$ cat src/rtl/itt_slot_update.sv
// ----------------------------------------------------------------------------
// itt_slot_update
// Tick datapath for one slot a cycle: saturating add of the delta, then
// period compare, firing, repeat count-down and freeing of expired slots in the next stage.
// ----------------------------------------------------------------------------
module itt_slot_update #(
  parameter int SLOTS     = 128,
  parameter int ID_BITS   = 24,
  parameter int TIME_BITS = 48
) (
  input  logic                     clk,
  input  logic                     rst,
  input  logic                     vld,
  input  logic [$clog2(SLOTS)-1:0] idx,
  input  logic [ID_BITS-1:0]       id,
  input  logic [TIME_BITS-1:0]     period,
  input  logic [TIME_BITS-1:0]     accum,
  input  logic signed [16:0]       rep,
  input  logic                     done,
  input  logic [TIME_BITS-1:0]     delta,
  output logic                     out_vld,
  output logic                     wr_en,
  output logic [$clog2(SLOTS)-1:0] wr_idx,
  output logic [ID_BITS-1:0]       wr_id,
  output logic [TIME_BITS-1:0]     wr_period,
  output logic [TIME_BITS-1:0]     wr_accum,
  output logic signed [16:0]       wr_rep,
  output logic                     wr_done
);

  localparam int AW = $clog2(SLOTS);

  logic [TIME_BITS:0]     sum_w;
  logic [AW-1:0]          s1_idx;
  logic [ID_BITS-1:0]     s1_id;
  logic [TIME_BITS-1:0]   s1_period;
  logic [TIME_BITS-1:0]   s1_sum;
  logic signed [16:0]     s1_rep;
  logic                   s1_done;
  logic                   fire;

  assign sum_w = {1'b0, accum} + {1'b0, delta};

  always_ff @(posedge clk) begin
    if (rst) begin
      out_vld <= 1'b0;
    end else begin
      out_vld <= vld;
    end
  end

  always_ff @(posedge clk) begin
    s1_idx    <= idx;
    s1_id     <= id;
    s1_period <= period;
    // saturate on carry out
    s1_sum    <= sum_w[TIME_BITS] ? '1 : sum_w[TIME_BITS-1:0];
    s1_rep    <= rep;
    s1_done   <= done;
  end

  assign fire   = (s1_sum >= s1_period);
  assign wr_en  = out_vld && (s1_id != '0);
  assign wr_idx = s1_idx;

  always_comb begin
    if (s1_rep == 17'sd0) begin
      // expired slot is freed without firing
      wr_id     = '0;
      wr_period = '0;
      wr_accum  = '0;
      wr_rep    = '0;
      wr_done   = 1'b0;
    end else begin
      wr_id     = s1_id;
      wr_period = s1_period;
      wr_accum  = fire ? (s1_sum - s1_period) : s1_sum;
      wr_done   = fire | s1_done;
      wr_rep    = (fire && !s1_rep[16]) ? (s1_rep - 17'sd1) : s1_rep;
    end
  end

endmodule

$ cat config.mk
export PLATFORM = sky130hd
export DESIGN_NAME = itt_slot_update
export DESIGN_NICKNAME = d
export VERILOG_FILES = /design/src/rtl/itt_slot_update.sv
export SDC_FILE = /design/constraint.sdc
export NUM_CORES = 1
export LEC_CHECK = 0
export ABC_CLOCK_PERIOD_IN_PS = 4640
export BUFFER_PORTS_ARGS = -buffer_cell sky130_fd_sc_hd__buf_2
export CORE_MARGIN = 2
export CORE_UTILIZATION = 45
export CTS_CLUSTER_SIZE = 10
export DETAILED_ROUTE_END_ITERATION = 7
export PLACE_DENSITY_LB_ADDON = 0.05
export SLEW_MARGIN = 10
export SYNTH_ARGS = -nofsm -noshare
export SYNTH_HDL_FRONTEND = slang
export SYNTH_SLANG_ARGS = --single-unit
$ cat constraint.sdc
create_clock -name clk -period 4.64 [get_ports clk]
set_input_delay 0.696 -clock clk [delete_from_list [all_inputs] [get_ports clk]]
set_output_delay 0.696 -clock clk [all_outputs]
set_load 0.01 [all_outputs]
# Word level (Yosys, flattened, before mapping)

Cells that the tools add are included.

Memory bits (read-only): 0
Bits of input ports: 196
Flip-flop bits (word level): 146
Memories kept: 0
Bits in latches: 0
Memory bits (writable): 0

Shift-type cells: 0
Order comparisons: 1
Muxes and demuxes: 7
Reduce and logical (&&, ||, !) cells: 5
Div/mod/pow operators: 0
Bitwise gates (word level): 1
$add $sub $neg: 3
Equality and inequality tests: 0
Multiply operators: 0

Operator list:

| kind                                                                  | count |
|---|---|
| 48-bit 2-to-1 mux                                                     | 3 |
| 48-bit by 48-bit adder with 49-bit output                             | 1 |
| 48-bit greater-or-equal comparator                                    | 1 |
| 48-bit subtractor                                                     | 1 |
| 17-bit 2-to-1 mux                                                     | 2 |
| 24-bit 2-to-1 mux                                                     | 1 |
| 24-bit nonzero test                                                   | 1 |
| 17-bit zero test                                                      | 1 |
| 17-bit by 2-bit subtractor with 17-bit output (second input constant) | 1 |
| 1-bit logical AND                                                     | 2 |
| 1-bit zero test                                                       | 1 |
| 1-bit 2-to-1 mux                                                      | 1 |
| 1-bit OR                                                              | 1 |

# Depth between registers and ports, before layout

Gate-level depths: netlist (run 1).

Word-level depth: 4
Gate-level depth with buffers: 16

# Least setup slack after synthesis (run 1)

OpenSTA, ideal clock, no wires.

Path kind: register to output
Start point: register s1_sum[0]
End point: output port wr_rep[11]
Setup slack: 0.982 ns
Arrival time: 2.962 ns
Buffers on the path: 2
Stages on the path, launching flop included: 15
Cell sequence: dfxtp_1 inv_1 ha_1 fa_1 nor2b_4 o31a_4 o41ai_4 o21ai_2 a211oi_2 o21ba_1 o21a_1 buf_2 or3_1 buf_2 o31ai_1

Word-level cells in the longest chain between the ends: 4

RTL lines:

| item                               | line | source |
|---|---|---|
| start, declared                    | 37   | `logic [TIME_BITS-1:0] s1_sum;` |
| start signal, assigned             | 57   | `s1_sum <= sum_w[TIME_BITS] ? '1 : sum_w[TIME_BITS-1:0];` |
| 48-bit greater-or-equal comparator | 62   | `assign fire = (s1_sum >= s1_period);` |
| 1-bit logical AND                  | 79   | `wr_rep = (fire && !s1_rep[16]) ? (s1_rep - 17'sd1) : s1_rep;` |
| 17-bit 2-to-1 mux                  | 79   |  |
| 17-bit 2-to-1 mux                  | 67   | `if (s1_rep == 17'sd0) begin` |
| end, declared                      | 27   | `output logic signed [16:0] wr_rep,` |

Every way passes these cells.

# Final worst setup path (run 1)

Start point: register s1_sum[0]
End point: output port wr_accum[34]

Word-level cells in the longest chain between the ends: 3
Elaborated cells between the ends (all ways): 4
Classes of those cells: 1 x add/sub; 1 x order compare; 2 x mux

RTL lines:

| item                                                                    | line   | source |
|---|---|---|
| 48-bit subtractor or 48-bit greater-or-equal comparator (tied branches) | 77, 62 |  |
| 48-bit 2-to-1 mux (*)                                                   | 77     | `wr_accum = fire ? (s1_sum - s1_period) : s1_sum;` |
| 48-bit 2-to-1 mux (*)                                                   | 67     |  |
| end, declared                                                           | 26     | `output logic [TIME_BITS-1:0] wr_accum,` |

Every way passes the cells marked *; elsewhere a longest branch is shown, timed or not.

==> results of run 1 <==
## logic make-up (layout without fill, tap and decap cells)
kind of cell / after synthesis / count (layout) / share of synthesized area
adder cells (fa/ha/maj): 99 / 99 / 0.120
buffers and inverters: 151 / 463 / 0.0656
flip-flops: 146 / 146 / 0.280
AND/OR/NAND/NOR: 405 / 405 / 0.186
XOR/XNOR: 83 / 83 / 0.0696
AO/OA/AOI/OAI: 397 / 397 / 0.257
multiplexers: 22 / 22 / 0.0218
## placed cells by master (no fill, tap or decap), types with 33 or more instances in the layout
cell type  netlist  layout
a21o_1          63      63
a21oi_1        108     107
and2_1          33      33
buf_2           20     342
dfxtp_1        146     146
ha_1            97      97
inv_1           75      75
nand2_1         78      78
nor2_1         158     158
o211ai_1        50      50
o21ai_0         56      55
xnor2_1         49      49
xor2_1          34      34
## state kept, by name, summed over array words and instances, names as in the netlist
name,count
s1_sum,48
wr_idx,7
s1_rep,17
s1_done,1
out_vld,1
s1_period,48
s1_id,24
## metal layers
layer,vias to the layer above,wire length (µm)
li1,5243,-
met1,4605,14900
met2,380,14200
met3,49,2360
met4,0,726
met5,-,0
## through the flow
stage	util	TNS, ns
5_1_grt	0.568	-0.0348
6_report	0.568	0
4_1_cts	0.565	0
2_1_floorplan	-	0
3_5_place_dp	0.540	0
3_3_place_gp	0.540	0
## cells in the mapped netlist (all sizes together), types with 14 or more instances
cell type	count	share of area
nor2b	16	0.010
nand4	18	0.011
o211ai	51	0.037
a21o	63	0.045
and2	33	0.020
o21bai	16	0.012
clkbuf	37	0.014
o31ai	14	0.011
nand3	30	0.014
xor2	34	0.029
nor2	158	0.057
a21oi	111	0.054
inv	75	0.027
nor3	15	0.0083
nand2	78	0.028
mux2i	16	0.015
ha	97	0.12
buf	39	0.025
xnor2	49	0.041
o21ai	68	0.033
dfxtp	146	0.28
## worst max path at each step
stage | endpoint | slack (ns) | cells after the start | start
after global routing | wr_accum[33] | -0.02 | 13 | s1_period[13]
after floorplan | wr_rep[11] | 0.98 | 14 | s1_sum[0]
after CTS | wr_accum[28] | 0.04 | 14 | s1_period[2]
after global placement | wr_accum[47] | 0.54 | 13 | s1_period[1]
after detailed placement | wr_accum[28] | 0.52 | 14 | s1_period[2]
final | wr_accum[34] | 0.21 | 14 | s1_sum[0]
## power groups by stage
stage	clock, mW	combinational, mW	sequential, mW
finish	1.36	2.38	1.46
global route	1.44	2.63	1.47
CTS	1.39	2.36	1.46
detailed placement	0	2.34	1.49
global placement	0	2.33	1.49
floorplan	0	1.63	1.46
## layout make-up
class	count	share of cell area
inverters	75	0.0218
flip-flops and latches	146	0.227
repair buffers	356	0.144
clock inverters	14	0.0113
clock buffers	18	0.0333
well taps	285	0.0277
multi-input cells	1006	0.535
## what timing repair did
action,CTS,global route
resized for setup,0,9
setup endpoints to repair,0,38
setup buffers,0,1
==> run summary, run 1 <==
Status = finished, final reports clean
Die width = 156 µm
Hold WS = 0.356 ns
Placed Area = 12300 µm²
Startpoint Class = flip-flop
Combinational fraction of design power = 0.458
GR peak layer = met2
Finished layout cell area = 12900 µm²
Worst Tran Pin Value = 1.07 ns
Met1 GRT Util = 0.340
CTS Buf Count = 17
Fmax = 226 MHz
Layout area overhead = 23.4%
CP bufs+invs = 3
Port bufs = 342
# rows = 55
Vias = 10277
Pin count of the biggest net entering global routing = 48
Routing usage on met2 = 0.406
Power Dens Cells = 404 nW/µm²
NumNets Final = 1897
CP Data Arrival Time = 3.73 ns
Bufs on Longest Clock Path = 2
Area of the multi-input gates = 6900 µm²
Worst Hold Launch = idx[1]
Clock sink total = 146
Slew Viols, Final = 0
Ant diodes = 0
Setup ws final = 0.212 ns
Tmin final = 4.43 ns
CTS tree = done
Critical Path Max Stage Delay = 0.43 ns
Sequential Power Share = 0.281
DRC Markers = 0
Synth cell types = 80
WS Path Type = reg -> out
Worst slack, placed = 0.525 ns
Full die area = 24500 µm²
Boundary pin count = 343
Critical path's top delay family = compound AO/OA/AOI/OAI gates
Peak VDD IR = 0.173 mV
Clk pin slew, worst setup/hold paths = 0.07 ns
Final setup viols = 0
Final period util = 0.954
Routed WL per cell = 16.9 µm
Mean Syn Cell Area = 8.02 µm²
Grt met3 use = 0.0496
Cts hold-fix bufs = 0
Worst slew margin = 0.286
Sequential share of the synthesized area = 0.280
Core ar. = 22700 µm²
WL final = 32100 µm
Critical Path End Type = output port
Fill count = 2215
Antenna violations before repair = 3
Ys async rst share = 0
Placed Cells = 1867
Die height = 156 µm
Vias in the first global route = 9522
Number of H-tree levels = 4
Yosys warnings = 0
FF+latch count, synth = 146
CP max FO = 17
CTS root buf = clkbuf_16
Vias/cell = 5.41
Post-Synthesis Cells = 1303
Top FF cell, synth = dfxtp_1
Non-filler cells, final = 1900
Hold Crit Depth = 1
Total grt overflow = 0
Clock share of power = 0.261
Starting Density = 0.460
Register area = 2920 µm²
Critical path required time = 3.94 ns
Fin. Hold Viols = 0
Fraction of layout instances using a drive strength above 1 = 0.266
DPL Wire Length = 26100 µm
Leak Pwr = 6.25 nW
Synth Cell Area = 10400 µm²
Worst Hold Class = in -> reg
Mapped Nets = 1598
Critical-path top delay cell = fa_1
GR Util All Layers = 0.253
EDFF count, synth = 0
MaxCap Viol Count = 0
Overall power = 5.21 mW
Antenna viol nets, final = 0
GP Congestion = 0.936
Sw Share = 0.398
Psw = 2.07 mW
First-pass GRT wire length = 48500 µm
DR iter-0 viols = 574
Internal power = 3.13 mW
WHS Endpoint = wr_idx[1]
Critical path, cell by cell = inv_1 > ha_1 > fa_1 > nor2b_4 > o31a_4 > o41ai_4 > o21ai_4 > a211oi_2 > o21ba_1 > o21a_4 > buf_4 > a311o_1 > a21oi_1 > buf_2
First drt pass iteration count = 5
No activity file was read; power rests on OpenSTA's default activity.
==> run 2: changes to the inputs <==
- ABC_AREA: default -> 1
==> run 2 against run 1 <==
Setup slack better by 0.096 ns. Fmax is 2.2% higher. Global-route usage is 6.0 points higher. Clock power is 9.6% higher. Via count is 46% higher. Non-clock buffer count is 6 lower. Combinational power is 15% higher. Critical path type unchanged. Critical endpoint is now wr_rep[1].
==> run summary, run 2 <==
Mapped Nets = 2560
Cts hold-fix bufs = 0
Fill count = 3013
MaxCap Viol Count = 0
DR iter-0 viols = 900
DPL Wire Length = 41100 µm
Port bufs = 342
Clk pin slew, worst setup/hold paths = 0.06 ns
Post-Synthesis Cells = 2265
Top-count cell post-synth = nand2_1
Antenna viol nets, final = 0
Sequential share of the synthesized area = 0.226
Leak Pwr = 9.21 nW
Starting Density = 0.454
Final period util = 0.934
Overall power = 5.70 mW
Peak VDD IR = 0.212 mV
Commonest cells after routing, fill and taps aside = nand2_1, inv_1, buf_2
Crit. Startpoint = s1_sum[0]
Slew Viols, Final = 0
Critical-path top delay cell = fa_1
Synth Cell Area = 12900 µm²
Full die area = 30100 µm²
Commonest cells in the netlist = nand2_1, inv_1, nor2_1
Yosys top cell by area = dfxtp_1
WHS Endpoint = wr_idx[6]
Worst Tran Pin Value = 0.620 ns
Critical path, cell by cell = inv_1 > ha_1 > fa_1 > inv_1 > nand2_1 > nand2_1 > nand3_1 > nand2_2 > nand2_1 > nand3_1 > nand2_1 > nand3_2 > buf_12 > nand2_2 > inv_1 > nor2_1 > nor2_1 > buf_2
CP Data Arrival Time = 3.64 ns
Die height = 173 µm
Vias/cell = 5.01
Die width = 173 µm
GR Util All Layers = 0.313
Ys async rst share = 0
Fin. Hold Viols = 0
Vias in the first global route = 14103
Worst Hold Class = in -> reg
Critical Path Max Stage Delay = 0.41 ns
Layout area overhead = 21.0%
Fraction of layout instances using a drive strength above 1 = 0.156
Hold Crit Depth = 1
Most common cell after layout, fill and taps aside = nand2_1
Critical path's top delay family = simple AND/OR/NAND/NOR gates
Number of H-tree levels = 4
Tmin final = 4.33 ns
NumNets Final = 2893
Core ar. = 28500 µm²
First drt pass iteration count = 6
Non-filler cells, final = 2995
Placed Cells = 2963
CP max FO = 93
FF+latch count, synth = 146
Power Dens Cells = 365 nW/µm²
Mean Syn Cell Area = 5.71 µm²
Top cells by area, synth = dfxtp_1, nand2_1, inv_1
Antenna violations before repair = 3
DRC Markers = 0
RSZ-0062 raised after global routing = false
CTS tree = done
Bufs on Longest Clock Path = 2
CTS root buf = clkbuf_16
WL final = 48100 µm
Register area = 2920 µm²
GP Congestion = 0.991
# rows = 62
First-pass GRT wire length = 73400 µm
Worst slew margin = 0.586
Critical Path End Type = output port
Area of the multi-input gates = 8140 µm²
Total grt overflow = 0
Fmax = 231 MHz
Routed WL per cell = 16.1 µm
Post-synth top area share = 0.226
EDFF count, synth = 0
Fin util = 0.549
Top FF cell, synth = dfxtp_1
Vias = 15003
Startpoint Class = flip-flop
Clock sink total = 146
Final setup TNS = 0 ns
Pin count of the biggest net entering global routing = 94
Synth cell types = 39
Status = finished, final reports clean
Top Registers = s1_period x48, s1_sum x48, s1_id x24
Yosys warnings = 0
Setup bufs post-CTS = 0
Boundary pin count = 343
CP bufs+invs = 5
Ant diodes = 0
Critical path required time = 3.94 ns
WS Path Type = reg -> out
Final setup viols = 0
CTS Buf Count = 17
Worst Hold Launch = idx[6]
Cell mode on critical path = nand2_1
## run 2: kinds of logic after synthesis
| logic type | count (synthesis) | synth area share |
|---|---|---|
| AND/OR/NAND/NOR | 1263 | 0.402 |
| buffers and inverters | 476 | 0.144 |
| flip-flops | 146 | 0.226 |
| adder cells (fa/ha/maj) | 99 | 0.0970 |
| AO/OA/AOI/OAI | 227 | 0.0944 |
| XOR/XNOR | 54 | 0.0366 |
## run 2: report_power, final
group          internal [mW]  switching (mW)
logic                  0.955            1.78
registers               1.38          0.0952
clock network          0.909           0.583
## run 2: metrics by stage
step | hold slack (ns) | setup WS (ns) | area (µm²)
2_1_floorplan | 0.724 | 1.82 | 12900
3_3_place_gp | 0.798 | 0.866 | 15000
3_5_place_dp | 0.800 | 0.782 | 15000
4_1_cts | 0.339 | 0.283 | 15600
5_1_grt | 0.337 | 0.0857 | 15600
6_report | 0.352 | 0.308 | 15600
## run 2: worst max-delay path by stage
stage | to | slack, ns | cells past startpoint
after global routing | wr_rep[0] | 0.09 | 18
after global placement | wr_rep[0] | 0.87 | 18
after CTS | wr_rep[1] | 0.28 | 18
after detailed placement | wr_rep[1] | 0.78 | 18
final | wr_rep[1] | 0.31 | 18
after floorplan | wr_rep[10] | 1.82 | 16
## run 2: layout make-up
cell class	count	share of cell area
clock buffer	18	0.0275
sequential	146	0.187
timing repair buffer	350	0.115
tap	384	0.0307
inverter	440	0.106
multi-input combinational	1643	0.521
clock inverter	14	0.0130
## run 2: layer usage
metal	routed length (µm)	global-route usage	vias to the layer above
li1	-	-	7658
met1	20500	0.382	6666
met2	22500	0.547	573
met3	2940	0.0388	106
met4	2170	0.145	0
met5	0	0	-
## run 2: repair_timing
item	4_1_cts	5_1_grt
gates resized for setup	0	1
setup endpoints to repair	0	8
endpoints found under the hold margin	0	0
